<file path="config.mk">
export PLATFORM = sky130hd
export DESIGN_NAME = mm4_ctrl
export DESIGN_NICKNAME = d
export VERILOG_FILES = /design/src/sv/assert_macros.svh /design/src/sv/mm4_pkg.sv /design/src/sv/mm4_ctrl.sv
export SDC_FILE = /design/constraint.sdc
export NUM_CORES = 1
export LEC_CHECK = 0
export BUFFER_PORTS_ARGS = -buffer_cell sky130_fd_sc_hd__buf_2
export CAP_MARGIN = 30
export CORE_AREA = 2 2 39 41
export CTS_BUF_LIST = sky130_fd_sc_hd__clkbuf_4 sky130_fd_sc_hd__clkbuf_8
export DETAILED_ROUTE_END_ITERATION = 10
export DIE_AREA = 0 0 41 43
export GPL_TIMING_DRIVEN = 0
export PLACE_DENSITY = 0.52
export SLEW_MARGIN = 20
export SYNTH_ARGS = -nofsm -noshare
export SYNTH_HDL_FRONTEND = slang
export SYNTH_SLANG_ARGS = --single-unit
export TNS_END_PERCENT = 5
</file>
<file path="constraint.sdc">
create_clock -name clock -period 1.3 [get_ports clock]
set_clock_uncertainty 0.15 [all_clocks]
set_input_delay 0.065 -clock clock [delete_from_list [all_inputs] [get_ports clock]]
set_output_delay 0.065 -clock clock [all_outputs]
set_load 0.03 [all_outputs]
</file>
<file path="src/sv/assert_macros.svh">
// assertion macros used by the top-level rtl file
// no dependencies; define ASSERT_OFF to compile them away
`ifndef ASSERT_MACROS_SVH
`define ASSERT_MACROS_SVH

`ifndef ASSERT_OFF

// same-cycle implication
`define ASSERT_IMPL(lbl, clk, rst, ante, cons) \
   lbl: assert property (@(posedge clk) disable iff (rst) (ante) |-> (cons)) \
      else $error("assertion failed: same-cycle implication");

// next-cycle implication
`define ASSERT_NEXT(lbl, clk, rst, ante, cons) \
   lbl: assert property (@(posedge clk) disable iff (rst) (ante) |=> (cons)) \
      else $error("assertion failed: next-cycle implication");

`else

`define ASSERT_IMPL(lbl, clk, rst, ante, cons)
`define ASSERT_NEXT(lbl, clk, rst, ante, cons)

`endif

`endif

</file>
<file path="src/sv/mm4_pkg.sv">
// types and constants of the 4x4 fixed-point matrix multiplier
// no dependencies
package mm4_pkg;

   localparam int DIM       = 4;
   localparam int N_ELEM    = DIM * DIM;
   localparam int IDX_W     = $clog2(N_ELEM);
   localparam int LANE_W    = $clog2(DIM);
   localparam int ELEM_W    = 32;
   localparam int FRAC_BITS = 16;
   localparam int PROD_W    = 2 * ELEM_W;
   localparam int PAIR_W    = PROD_W + 1;
   localparam int SUM_W     = PROD_W + LANE_W;
   localparam int OP_W      = 2;

   localparam logic [OP_W-1:0] OP_LOAD_A  = 2'd0;
   localparam logic [OP_W-1:0] OP_LOAD_B  = 2'd1;
   localparam logic [OP_W-1:0] OP_COMPUTE = 2'd2;

   localparam logic [ELEM_W-1:0] SAT_MAX = {1'b0, {(ELEM_W-1){1'b1}}};
   localparam logic [ELEM_W-1:0] SAT_MIN = {1'b1, {(ELEM_W-1){1'b0}}};

   typedef struct packed {
      logic              write_a;
      logic              write_b;
      logic [IDX_W-1:0]  wr_index;
      logic              issue;
      logic [LANE_W-1:0] rd_row;
      logic [LANE_W-1:0] rd_col;
      logic              last;
   } cmd_type;

   typedef struct packed {
      logic pipe_active;
   } status_type;

endpackage

</file>
<file path="src/sv/mm4_ctrl.sv">
// controller: accepts items, sequences the sixteen element reads of a product
// depends on mm4_pkg
module mm4_ctrl
   import mm4_pkg::*;
(
   input  logic             clock,
   input  logic             reset,
   input  logic             start,
   input  logic [OP_W-1:0]  req_opcode,
   input  logic [IDX_W-1:0] req_elem_index,
   input  status_type       status,
   output logic             busy,
   output cmd_type          cmd
);

   localparam logic [1:0] ST_IDLE  = 2'd0;
   localparam logic [1:0] ST_RUN   = 2'd1;
   localparam logic [1:0] ST_DRAIN = 2'd2;

   logic [1:0]       state_ff, state_in;
   logic [IDX_W-1:0] cnt_ff, cnt_in;
   logic             accept;

   assign busy   = (state_ff != ST_IDLE);
   assign accept = start && !busy;

   always_comb begin
      state_in = state_ff;
      cnt_in   = cnt_ff;
      unique case (state_ff)
         ST_IDLE: begin
            cnt_in = '0;
            if (accept && req_opcode == OP_COMPUTE) begin
               state_in = ST_RUN;
            end
         end
         ST_RUN: begin
            cnt_in = cnt_ff + 1'b1;
            if (cnt_ff == IDX_W'(N_ELEM - 1)) begin
               state_in = ST_DRAIN;
            end
         end
         ST_DRAIN: begin
            if (!status.pipe_active) begin
               state_in = ST_IDLE;
            end
         end
         default: begin
            state_in = ST_IDLE;
         end
      endcase
   end

   always_ff @(posedge clock) begin
      if (reset) begin
         state_ff <= ST_IDLE;
         cnt_ff   <= '0;
      end else begin
         state_ff <= state_in;
         cnt_ff   <= cnt_in;
      end
   end

   assign cmd.write_a  = accept && req_opcode == OP_LOAD_A;
   assign cmd.write_b  = accept && req_opcode == OP_LOAD_B;
   assign cmd.wr_index = req_elem_index;
   assign cmd.issue    = (state_ff == ST_RUN);
   assign cmd.rd_row   = cnt_ff[IDX_W-1:LANE_W];
   assign cmd.rd_col   = cnt_ff[LANE_W-1:0];
   assign cmd.last     = (cnt_ff == IDX_W'(N_ELEM - 1));

endmodule

</file>
==> results of run 1 <==
## power by group through the flow
| stage | sequential [W] | combinational (W) | clock [W] |
|---|---|---|---|
| detailed placement | 0.000192 | 0.0000889 | 0 |
| finish | 0.000187 | 0.000108 | 0.000210 |
| global placement | 0.000191 | 0.0000872 | 0 |
| floorplan | 0.000193 | 0.0000585 | 0 |
| global route | 0.000187 | 0.000116 | 0.000231 |
| CTS | 0.000187 | 0.000102 | 0.000216 |
## worst min-delay path, stage by stage
cell      delay (ns)
buf_2           0.11
nand3b_1        0.08
mux2_4          0.16
nor3_4          0.03
## metal layers
metal	global-route usage (%)	vias to the layer above	wire, µm
met5	0	-	0
met3	6.28	0	59
li1	-	177	-
met4	2.00	0	0
met1	12.6	154	324
met2	21.6	12	509
## stage by stage
stage / setup TNS, ns / power (W) / instance area, µm² / instances
floorplan: -0.0216 / 0.000251 / 375 / 35
global placement: 0 / 0.000279 / 485 / 69
detailed placement: 0 / 0.000280 / 485 / 69
CTS: -0.182 / 0.000505 / 593 / 78
global route: -0.429 / 0.000533 / 628 / 79
finish: -0.158 / 0.000505 / 628 / 79
## logic make-up (layout without fill, tap and decap cells)
| logic type | Yosys count | in the layout | synth area share, % |
|---|---|---|---|
| AND/OR/NAND/NOR | 15 | 15 | 33.2 |
| buffers and inverters | 6 | 34 | 12.2 |
| adder cells (fa/ha/maj) | 1 | 1 | 3.69 |
| XOR/XNOR | 1 | 1 | 2.58 |
| flip-flops | 6 | 6 | 35.4 |
| multiplexers | 2 | 2 | 6.27 |
| AO/OA/AOI/OAI | 4 | 4 | 6.64 |
## state kept, by name (all words and copies together) (netlist names)
name	flops
cnt_ff	4
state_ff	2
## how the worst max path moves through the flow
stage / from / endpoint / slack [ns]
finish: state_ff[1] / cmd[11] / -0.09
detailed placement: state_ff[0] / cmd[11] / 0.01
CTS: state_ff[1] / cmd[11] / -0.09
floorplan: cnt_ff[1] / state_ff[0] / -0.02
global route: state_ff[1] / cmd[11] / -0.12
global placement: state_ff[0] / cmd[11] / 0.02
## repair_timing
action,CTS,global route
hold buffers,2,0
buffers inserted,3,1
pin swaps,2,2
endpoints found under the setup margin,4,7
hold endpoints to repair,6,0
gates resized for setup,11,7
## synth_stat cells
library cell  n  area (µm²)
nand2_1       1        3.75
nand3b_1      3        22.5
nor2_1        3        11.3
a21oi_1       2        10.0
a22oi_1       1        7.51
nor2b_1       1        6.26
nor2b_2       1        8.76
nor3_1        1        5.00
nand4b_1      1        8.76
and3_4        1        11.3
mux2_2        1        11.3
inv_1         1        3.75
xor2_1        1        8.76
buf_4         5        37.5
ha_1          1        12.5
and4b_1       1        10.0
nor4b_2       1        15.0
dfxtp_1       6         120
nor3_2        1        10.0
mux2i_1       1        10.0
o21ai_0       1        5.00
## area by class of cell
type	count	area, µm²	share of cell area (%)
Buffer	5	41.3	6.57
Clock buffer	4	30.0	4.78
Inverter	1	3.75	0.598
Multi-Input combinational cell	23	221	35.3
Sequential cell	6	133	21.1
Tap cell	16	20.0	3.19
Timing Repair Buffer	24	179	28.5
==> impl_metrics.py, run 1 <==
metrics = {
    "outcome": {
        "status": "finished, violations left",
        "violations": "negative setup slack",
    },
    "cells_and_area": {
        "fin_util_pct": 45.4,
        "fin_nets": 75,
        "diodes": 0,
        "layout_common_cells": "buf_2, buf_6, buf_4",
        "layout_commonest_cell": "buf_2",
        "drive_above_1_share_pct": 68.3,
        "syn_to_final_growth_pct": 85.2,
        "fillerInstances": 145,
    },
    "cts": {
        "cts_inserted_buffers": 3,
        "clk_pin_slew_worst_paths_ns": 0.05,
        "clockBufferDepth": 2,
        "clockRootBuffer": "clkbuf_4",
        "cts_tree": "yes",
        "h-tree-depth": 1,
        "clock_latency_ns": 0.24,
        "numClockSinks": 6,
    },
    "min_path": {
        "whs_endpoint": "state_ff[0]",
        "hold_depth": 4,
        "hold_path_class": "in -> reg",
        "worstHoldStart": "start",
    },
    "timing": {
        "fin_hold_ws_ns": 0.0868,
        "fmax_ghz": 0.718,
        "relSlewSlack_pct": 85.5,
        "period_share_pct": 107,
        "fin_ws_ns": -0.0925,
        "worst_pin_slew_ns": 0.217,
        "finalCriticalPeriod_ns": 1.39,
        "finalHoldViolCount": 0,
        "setup_viol": 4,
        "slew_violations": 0,
        "rsz0062_at_grt": "yes",
    },
    "floorplanning": {
        "die_y_um": 43,
        "pin_count": 23,
        "die-area_um2": 1760,
        "dieWidth_um": 41,
        "core-area_um2": 1380,
        "start_util_pct": 24.5,
        "rows": 14,
    },
    "pwr": {
        "ir_worst_vdd_mv": 0.491,
        "power_frac_comb_pct": 21.5,
        "swShare_pct": 26.2,
        "p_int_w": 0.000373,
        "power.density_nw_per_um2": 804,
        "p_sw_w": 0.000132,
        "p_leak_nw": 0.284,
        "pwr-share-seq_pct": 37.0,
        "clkPwrFrac_pct": 41.5,
    },
    "setup_path": {
        "path_max_fanout": 3,
        "cp_num_cells": 4,
        "r2r_start": "state_ff[1]",
        "critPathSlowestCell": "dfxtp_4",
        "r2r_slack_ns": -0.03,
        "startpoint_type": "register",
        "critPathMaxStageDelay_ns": 0.35,
        "arrival_ns": 1.18,
        "end_kind": "output pin",
        "path_class": "reg -> out",
        "cp.required_ns": 1.09,
        "r2r_cells": 5,
        "path_buf_inv": 2,
        "crit_chain": "nor2_4 -> inv_2 -> nor4b_4 -> buf_6",
        "timing.rr.end": "cnt_ff[3]",
        "timing.critical_path.max_delay_family": "flip-flops",
    },
    "synth": {
        "syn_inst": 35,
        "syn-cell-area_um2": 339,
        "syn_avg_cell_area_um2": 9.69,
        "yosysWarningCount": 0,
        "seq_area_frac_synth_pct": 35.4,
        "synth.distinct_cells": 21,
        "ys_seq_elements": 6,
        "synth_nets": 46,
    },
    "drt": {
        "routedWlPerCell_um": 11.3,
        "drt-initial-drc-count": 2,
        "drc": 0,
        "vias": 343,
        "drt-pass1-iter-count": 3,
        "wl_um": 893,
        "antenna_left": 0,
        "via_per_inst": 4.34,
    },
    "placed_design": {
        "portBuffers": 18,
        "pre_cts_slack_ns": 0.0105,
        "place.gp.congestion": 0.700,
        "dp_hpwl_um": 615,
    },
    "grt": {
        "grt_pass1_wl_um": 1430,
        "grt_max_degree": 7,
        "grt_pass1_vias": 367,
        "antenna_found_initial": 0,
        "overflow": 0,
        "track_usage_pct": 12.4,
    },
    "flow_run": {
        "maxCapViolations": 0,
    },
}
No activity file was read; power rests on OpenSTA's default activity.
==> inputs of run 2 (changes only) <==
- CTS_BUF_LIST: sky130_fd_sc_hd__clkbuf_4 sky130_fd_sc_hd__clkbuf_8 -> sky130_fd_sc_hd__clkbuf_2
==> run 2 against run 1 <==
Net effect: the flow still finishes with violations (negative setup slack); clock power fell by 25%; sequential share of layout area rose by 0.56 points; critical path type unchanged; hold slack improved by 0.00069 ns; setup slack improved by 0.021 ns; fmax rose by 1.5%.
==> impl_metrics.py, run 2 (synthesized netlist as in run 1, its figures left out) <==
metrics = {
    "outcome": {
        "status": "finished, violations left",
        "violations": "negative setup slack",
    },
    "timing": {
        "finalCriticalPeriod_ns": 1.37,
        "period_share_pct": 106,
        "fmax_ghz": 0.729,
        "setup_viol": 4,
        "fin_ws_ns": -0.0719,
        "relSlewSlack_pct": 86.0,
        "finalHoldViolCount": 0,
        "fin_setup_tns_ns": -0.133,
        "fin_hold_ws_ns": 0.0875,
        "rsz0062_at_grt": "yes",
        "slew_violations": 0,
        "worst_pin_slew_ns": 0.209,
    },
    "cts": {
        "cts_tree": "yes",
        "clockRootBuffer": "clkbuf_2",
        "clock_latency_ns": 0.23,
        "h-tree-depth": 1,
        "clk_pin_slew_worst_paths_ns": 0.07,
        "cts_inserted_buffers": 3,
        "numClockSinks": 6,
        "clockBufferDepth": 2,
    },
    "drt": {
        "drt-pass1-iter-count": 4,
        "drc": 0,
        "wl_um": 895,
        "via_per_inst": 4.37,
        "routedWlPerCell_um": 11.3,
        "antenna_left": 0,
        "drt-initial-drc-count": 5,
        "vias": 345,
    },
    "floorplanning": {
        "pin_count": 23,
        "start_util_pct": 24.5,
        "die_y_um": 43,
        "die-area_um2": 1760,
        "rows": 14,
        "core-area_um2": 1380,
        "dieWidth_um": 41,
    },
    "setup_path": {
        "r2r_cells": 5,
        "r2r_slack_ns": -0.04,
        "path_buf_inv": 2,
        "path_class": "reg -> out",
        "timing.rr.end": "cnt_ff[3]",
        "critPathSlowestCell": "dfxtp_4",
        "startpoint_type": "register",
        "startpoint": "state_ff[1]",
        "cp.required_ns": 1.09,
        "r2r_start": "state_ff[1]",
        "path_max_fanout": 3,
        "crit_chain": "nor2_4 -> inv_2 -> nor4b_4 -> buf_6",
        "arrival_ns": 1.16,
        "critPathMaxStageDelay_ns": 0.36,
        "timing.critical_path.max_delay_family": "flip-flops",
        "end_kind": "output pin",
    },
    "min_path": {
        "worstHoldStart": "start",
        "hold_path_class": "in -> reg",
        "hold_depth": 4,
        "whs_endpoint": "state_ff[0]",
    },
    "grt": {
        "grt_pass1_vias": 367,
        "grt_pass1_wl_um": 1430,
        "overflow": 0,
        "grt_max_degree": 7,
        "track_usage_pct": 12.4,
        "antenna_found_initial": 0,
    },
    "cells_and_area": {
        "largest-register": "cnt_ff",
        "multi_input_area_um2": 215,
        "drive_above_1_share_pct": 68.3,
        "regArea_um2": 133,
        "syn_to_final_growth_pct": 80.4,
        "reg_top3": "cnt_ff x4, state_ff x2",
        "fin_util_pct": 44.2,
        "fin_nets": 75,
        "layout_commonest_cell": "buf_2",
        "fillerInstances": 147,
        "largest_register_ff_count": 4,
        "layout_common_cells": "buf_2, buf_6, buf_4",
        "diodes": 0,
    },
    "pwr": {
        "ir_worst_vdd_mv": 0.420,
        "p_leak_nw": 0.284,
        "power.density_nw_per_um2": 734,
        "total_power_w": 0.000449,
    },
    "placed_design": {
        "dp_hpwl_um": 615,
        "portBuffers": 18,
        "place.gp.congestion": 0.700,
        "pre_cts_slack_ns": 0.0105,
    },
    "flow_run": {
        "maxCapViolations": 0,
    },
}
## run 2: stage by stage
| stage | area (µm²) | cells |
|---|---|---|
| 6_report | 612 | 79 |
| 5_1_grt | 612 | 79 |
| 4_1_cts | 581 | 78 |
| 3_5_place_dp | 485 | 69 |
| 3_3_place_gp | 485 | 69 |
| 2_1_floorplan | 375 | 35 |
## run 2: per-layer routing
| layer | up-vias | global-route usage, % | part of all wire (%) |
|---|---|---|---|
| met5 | - | 0 | 0 |
| met4 | 0 | 2.00 | 0 |
| met3 | 0 | 6.28 | 6.4 |
| met2 | 12 | 21.6 | 56 |
| met1 | 156 | 12.6 | 37 |
| li1 | 177 | - | - |
## run 2: worst max path at each step
stage,slack (ns),cells after the start,end
floorplan,-0.02,4,state_ff[0]
detailed placement,0.01,4,cmd[11]
CTS,-0.08,4,cmd[11]
global route,-0.12,5,cnt_ff[3]
global placement,0.02,4,cmd[11]
finish,-0.07,4,cmd[11]
## run 2: where the power goes
part	leakage [nW]	switching (W)	total [W]	internal, W
clock network	0.0166	0.0000754	0.000157	0.0000818
registers	0.0513	0.00000481	0.000186	0.000181
logic	0.216	0.0000533	0.000106	0.0000526
total	0.284	0.000133	0.000449	0.000316
## run 2: area by class of cell
class	instances	share of cell area [%]
buffer	5	6.75
clock buffer	4	3.27
inverter	1	0.613
multi-input combinational	23	35.2
sequential	6	21.7
tap	16	3.27
timing repair buffer	24	29.2
## run 2: what timing repair did
action                                 4_1_cts  5_1_grt
resized for setup                           10        8
pin swaps                                    2        2
setup buffers                                3        1
setup endpoints to repair                    4        7
hold buffers                                 2        0
endpoints found under the hold margin        6        0
## run 2: worst register-to-register path: cells and delay by family, from the launching register on
family	cells	cell delay, ns
flops	1	0.36
simple gates	2	0.34
buf+inv	2	0.23
xor+xnor	1	0.18
==> inputs of run 3 (changes only) <==
- CTS_CLUSTER_SIZE: unset -> 16
- PLACE_DENSITY: 0.52 -> 0.54
==> run 3 against run 2 <==
Net effect: power fell by 0.88%; critical path type unchanged; non-clock buffer count fell by 1; the run still ends with negative setup slack left; routed wire length fell by 6.1%; combinational power barely moved; critical endpoint unchanged; global-route usage fell by 0.60 points; hold slack barely moved.
==> impl_metrics.py, run 3 (synthesized netlist as in run 1, its figures left out) <==
metrics = {
    "cts": {
        "clockBufferDepth": 2,
        "h-tree-depth": 1,
        "cts_tree": "yes",
        "clockRootBuffer": "clkbuf_2",
        "clock_latency_ns": 0.23,
        "cts_inserted_buffers": 3,
        "numClockSinks": 6,
        "clk_pin_slew_worst_paths_ns": 0.06,
    },
    "grt": {
        "antenna_found_initial": 0,
        "overflow": 0,
        "grt_max_degree": 7,
        "grt_pass1_vias": 335,
        "track_usage_pct": 11.8,
        "grt_pass1_wl_um": 1370,
    },
    "floorplanning": {
        "core-area_um2": 1380,
        "die-area_um2": 1760,
        "pin_count": 23,
        "rows": 14,
        "die_y_um": 43,
        "start_util_pct": 24.5,
        "dieWidth_um": 41,
    },
    "setup_path": {
        "crit_chain": "nor2_4 -> inv_2 -> nor4b_4 -> buf_6",
        "path_class": "reg -> out",
        "cp.required_ns": 1.09,
        "timing.critical_path.max_delay_family": "flip-flops",
        "path_max_fanout": 3,
        "critPathSlowestCell": "dfxtp_4",
        "arrival_ns": 1.13,
        "startpoint_type": "register",
        "critPathMaxStageDelay_ns": 0.35,
        "path_buf_inv": 2,
        "end_kind": "output pin",
    },
    "timing": {
        "fin_hold_ws_ns": 0.0875,
        "rsz0062_at_grt": "yes",
        "finalCriticalPeriod_ns": 1.34,
        "finalHoldViolCount": 0,
        "relSlewSlack_pct": 86.3,
        "setup_viol": 3,
        "fmax_ghz": 0.744,
        "fin_ws_ns": -0.0450,
        "worst_pin_slew_ns": 0.205,
        "slew_violations": 0,
        "period_share_pct": 103,
    },
    "cells_and_area": {
        "layout_common_cells": "buf_2, buf_4, buf_6",
        "largest_register_ff_count": 4,
        "drive_above_1_share_pct": 67.7,
        "syn_to_final_growth_pct": 74.2,
        "fillerInstances": 142,
        "diodes": 0,
        "largest-register": "cnt_ff",
        "fin_nets": 74,
        "layout_commonest_cell": "buf_2",
        "fin_util_pct": 42.7,
        "reg_top3": "cnt_ff x4, state_ff x2",
    },
    "drt": {
        "routedWlPerCell_um": 10.8,
        "vias": 347,
        "drt-initial-drc-count": 3,
        "via_per_inst": 4.45,
        "drt-pass1-iter-count": 4,
        "antenna_left": 0,
        "wl_um": 840,
        "drc": 0,
    },
    "outcome": {
        "status": "finished, violations left",
        "violations": "negative setup slack",
    },
    "pwr": {
        "p_leak_nw": 0.277,
        "ir_worst_vdd_mv": 0.460,
        "power.density_nw_per_um2": 754,
    },
    "min_path": {
        "hold_path_class": "in -> reg",
    },
    "placed_design": {
        "portBuffers": 18,
        "dp_hpwl_um": 566,
        "place.gp.congestion": 0.711,
    },
    "flow_run": {
        "maxCapViolations": 0,
    },
}
## run 3: cell count changes in the layout (fill, tap and decap cells not counted)
cell | previous run | this run
buf_2 | 13 | 14
buf_4 | 6 | 7
buf_6 | 8 | 5
## run 3: final cells by class
| cell class | count | area (µm²) | share of cell area (%) |
|---|---|---|---|
| Multi-Input combinational cell | 23 | 215 | 36.4 |
| Tap cell | 16 | 20.0 | 3.39 |
| Inverter | 1 | 3.75 | 0.636 |
| Buffer | 5 | 41.3 | 6.99 |
| Clock buffer | 4 | 20.0 | 3.39 |
| Timing Repair Buffer | 23 | 158 | 26.7 |
| Sequential cell | 6 | 133 | 22.5 |
## run 3: stage by stage
step           std cells  area, µm²  setup slack, ns  setup TNS (ns)  total power (W)
3_3_place_gp          69        485          0.00778               0         0.000279
3_5_place_dp          69        485           0.0192               0         0.000279
4_1_cts               78        581          -0.0625          -0.116         0.000448
5_1_grt               78        591           -0.134          -0.403         0.000474
6_report              78        591          -0.0450         -0.0937         0.000445
2_1_floorplan         35        375          -0.0184         -0.0216         0.000251
## run 3: repair_timing
action | CTS | global route
cloned | 0 | 0
endpoints found under the setup margin | 4 | 6
gates resized for setup | 10 | 4
hold buffers | 2 | 0
pin swaps | 2 | 0
buffers inserted | 3 | 0
endpoints found under the hold margin | 6 | 0
## run 3: worst paths after layout
check	startpoint	to	slack, ns	depth (start not counted)
max	state_ff[1]	cmd[11]	-0.04	4
min	start	state_ff[0]	0.09	4
max reg2reg	state_ff[1]	cnt_ff[3]	-0.03	5
min reg2reg	cnt_ff[2]	cnt_ff[2]	0.37	2
## run 3: layer usage
| metal | vias to the layer above | GRT usage (%) | part of all wire [%] |
|---|---|---|---|
| met5 | - | 0 | 0 |
| met4 | 0 | 10.0 | 1.7 |
| met3 | 2 | 1.57 | 3.9 |
| met2 | 8 | 16.9 | 57 |
| met1 | 163 | 14.6 | 37 |
| li1 | 174 | - | - |
## run 3: power breakdown
part / switching, W / internal [W] / total, W
clock: 0.0000745 / 0.0000817 / 0.000156
sequential: 0.00000490 / 0.000181 / 0.000186
combinational: 0.0000522 / 0.0000505 / 0.000103
total: 0.000132 / 0.000314 / 0.000445
## run 3: tightest hold or removal path: cells and delay by family
family        cells  cell delay [ns]
buf+inv           1             0.11
simple gates      2             0.11
mux               1             0.14
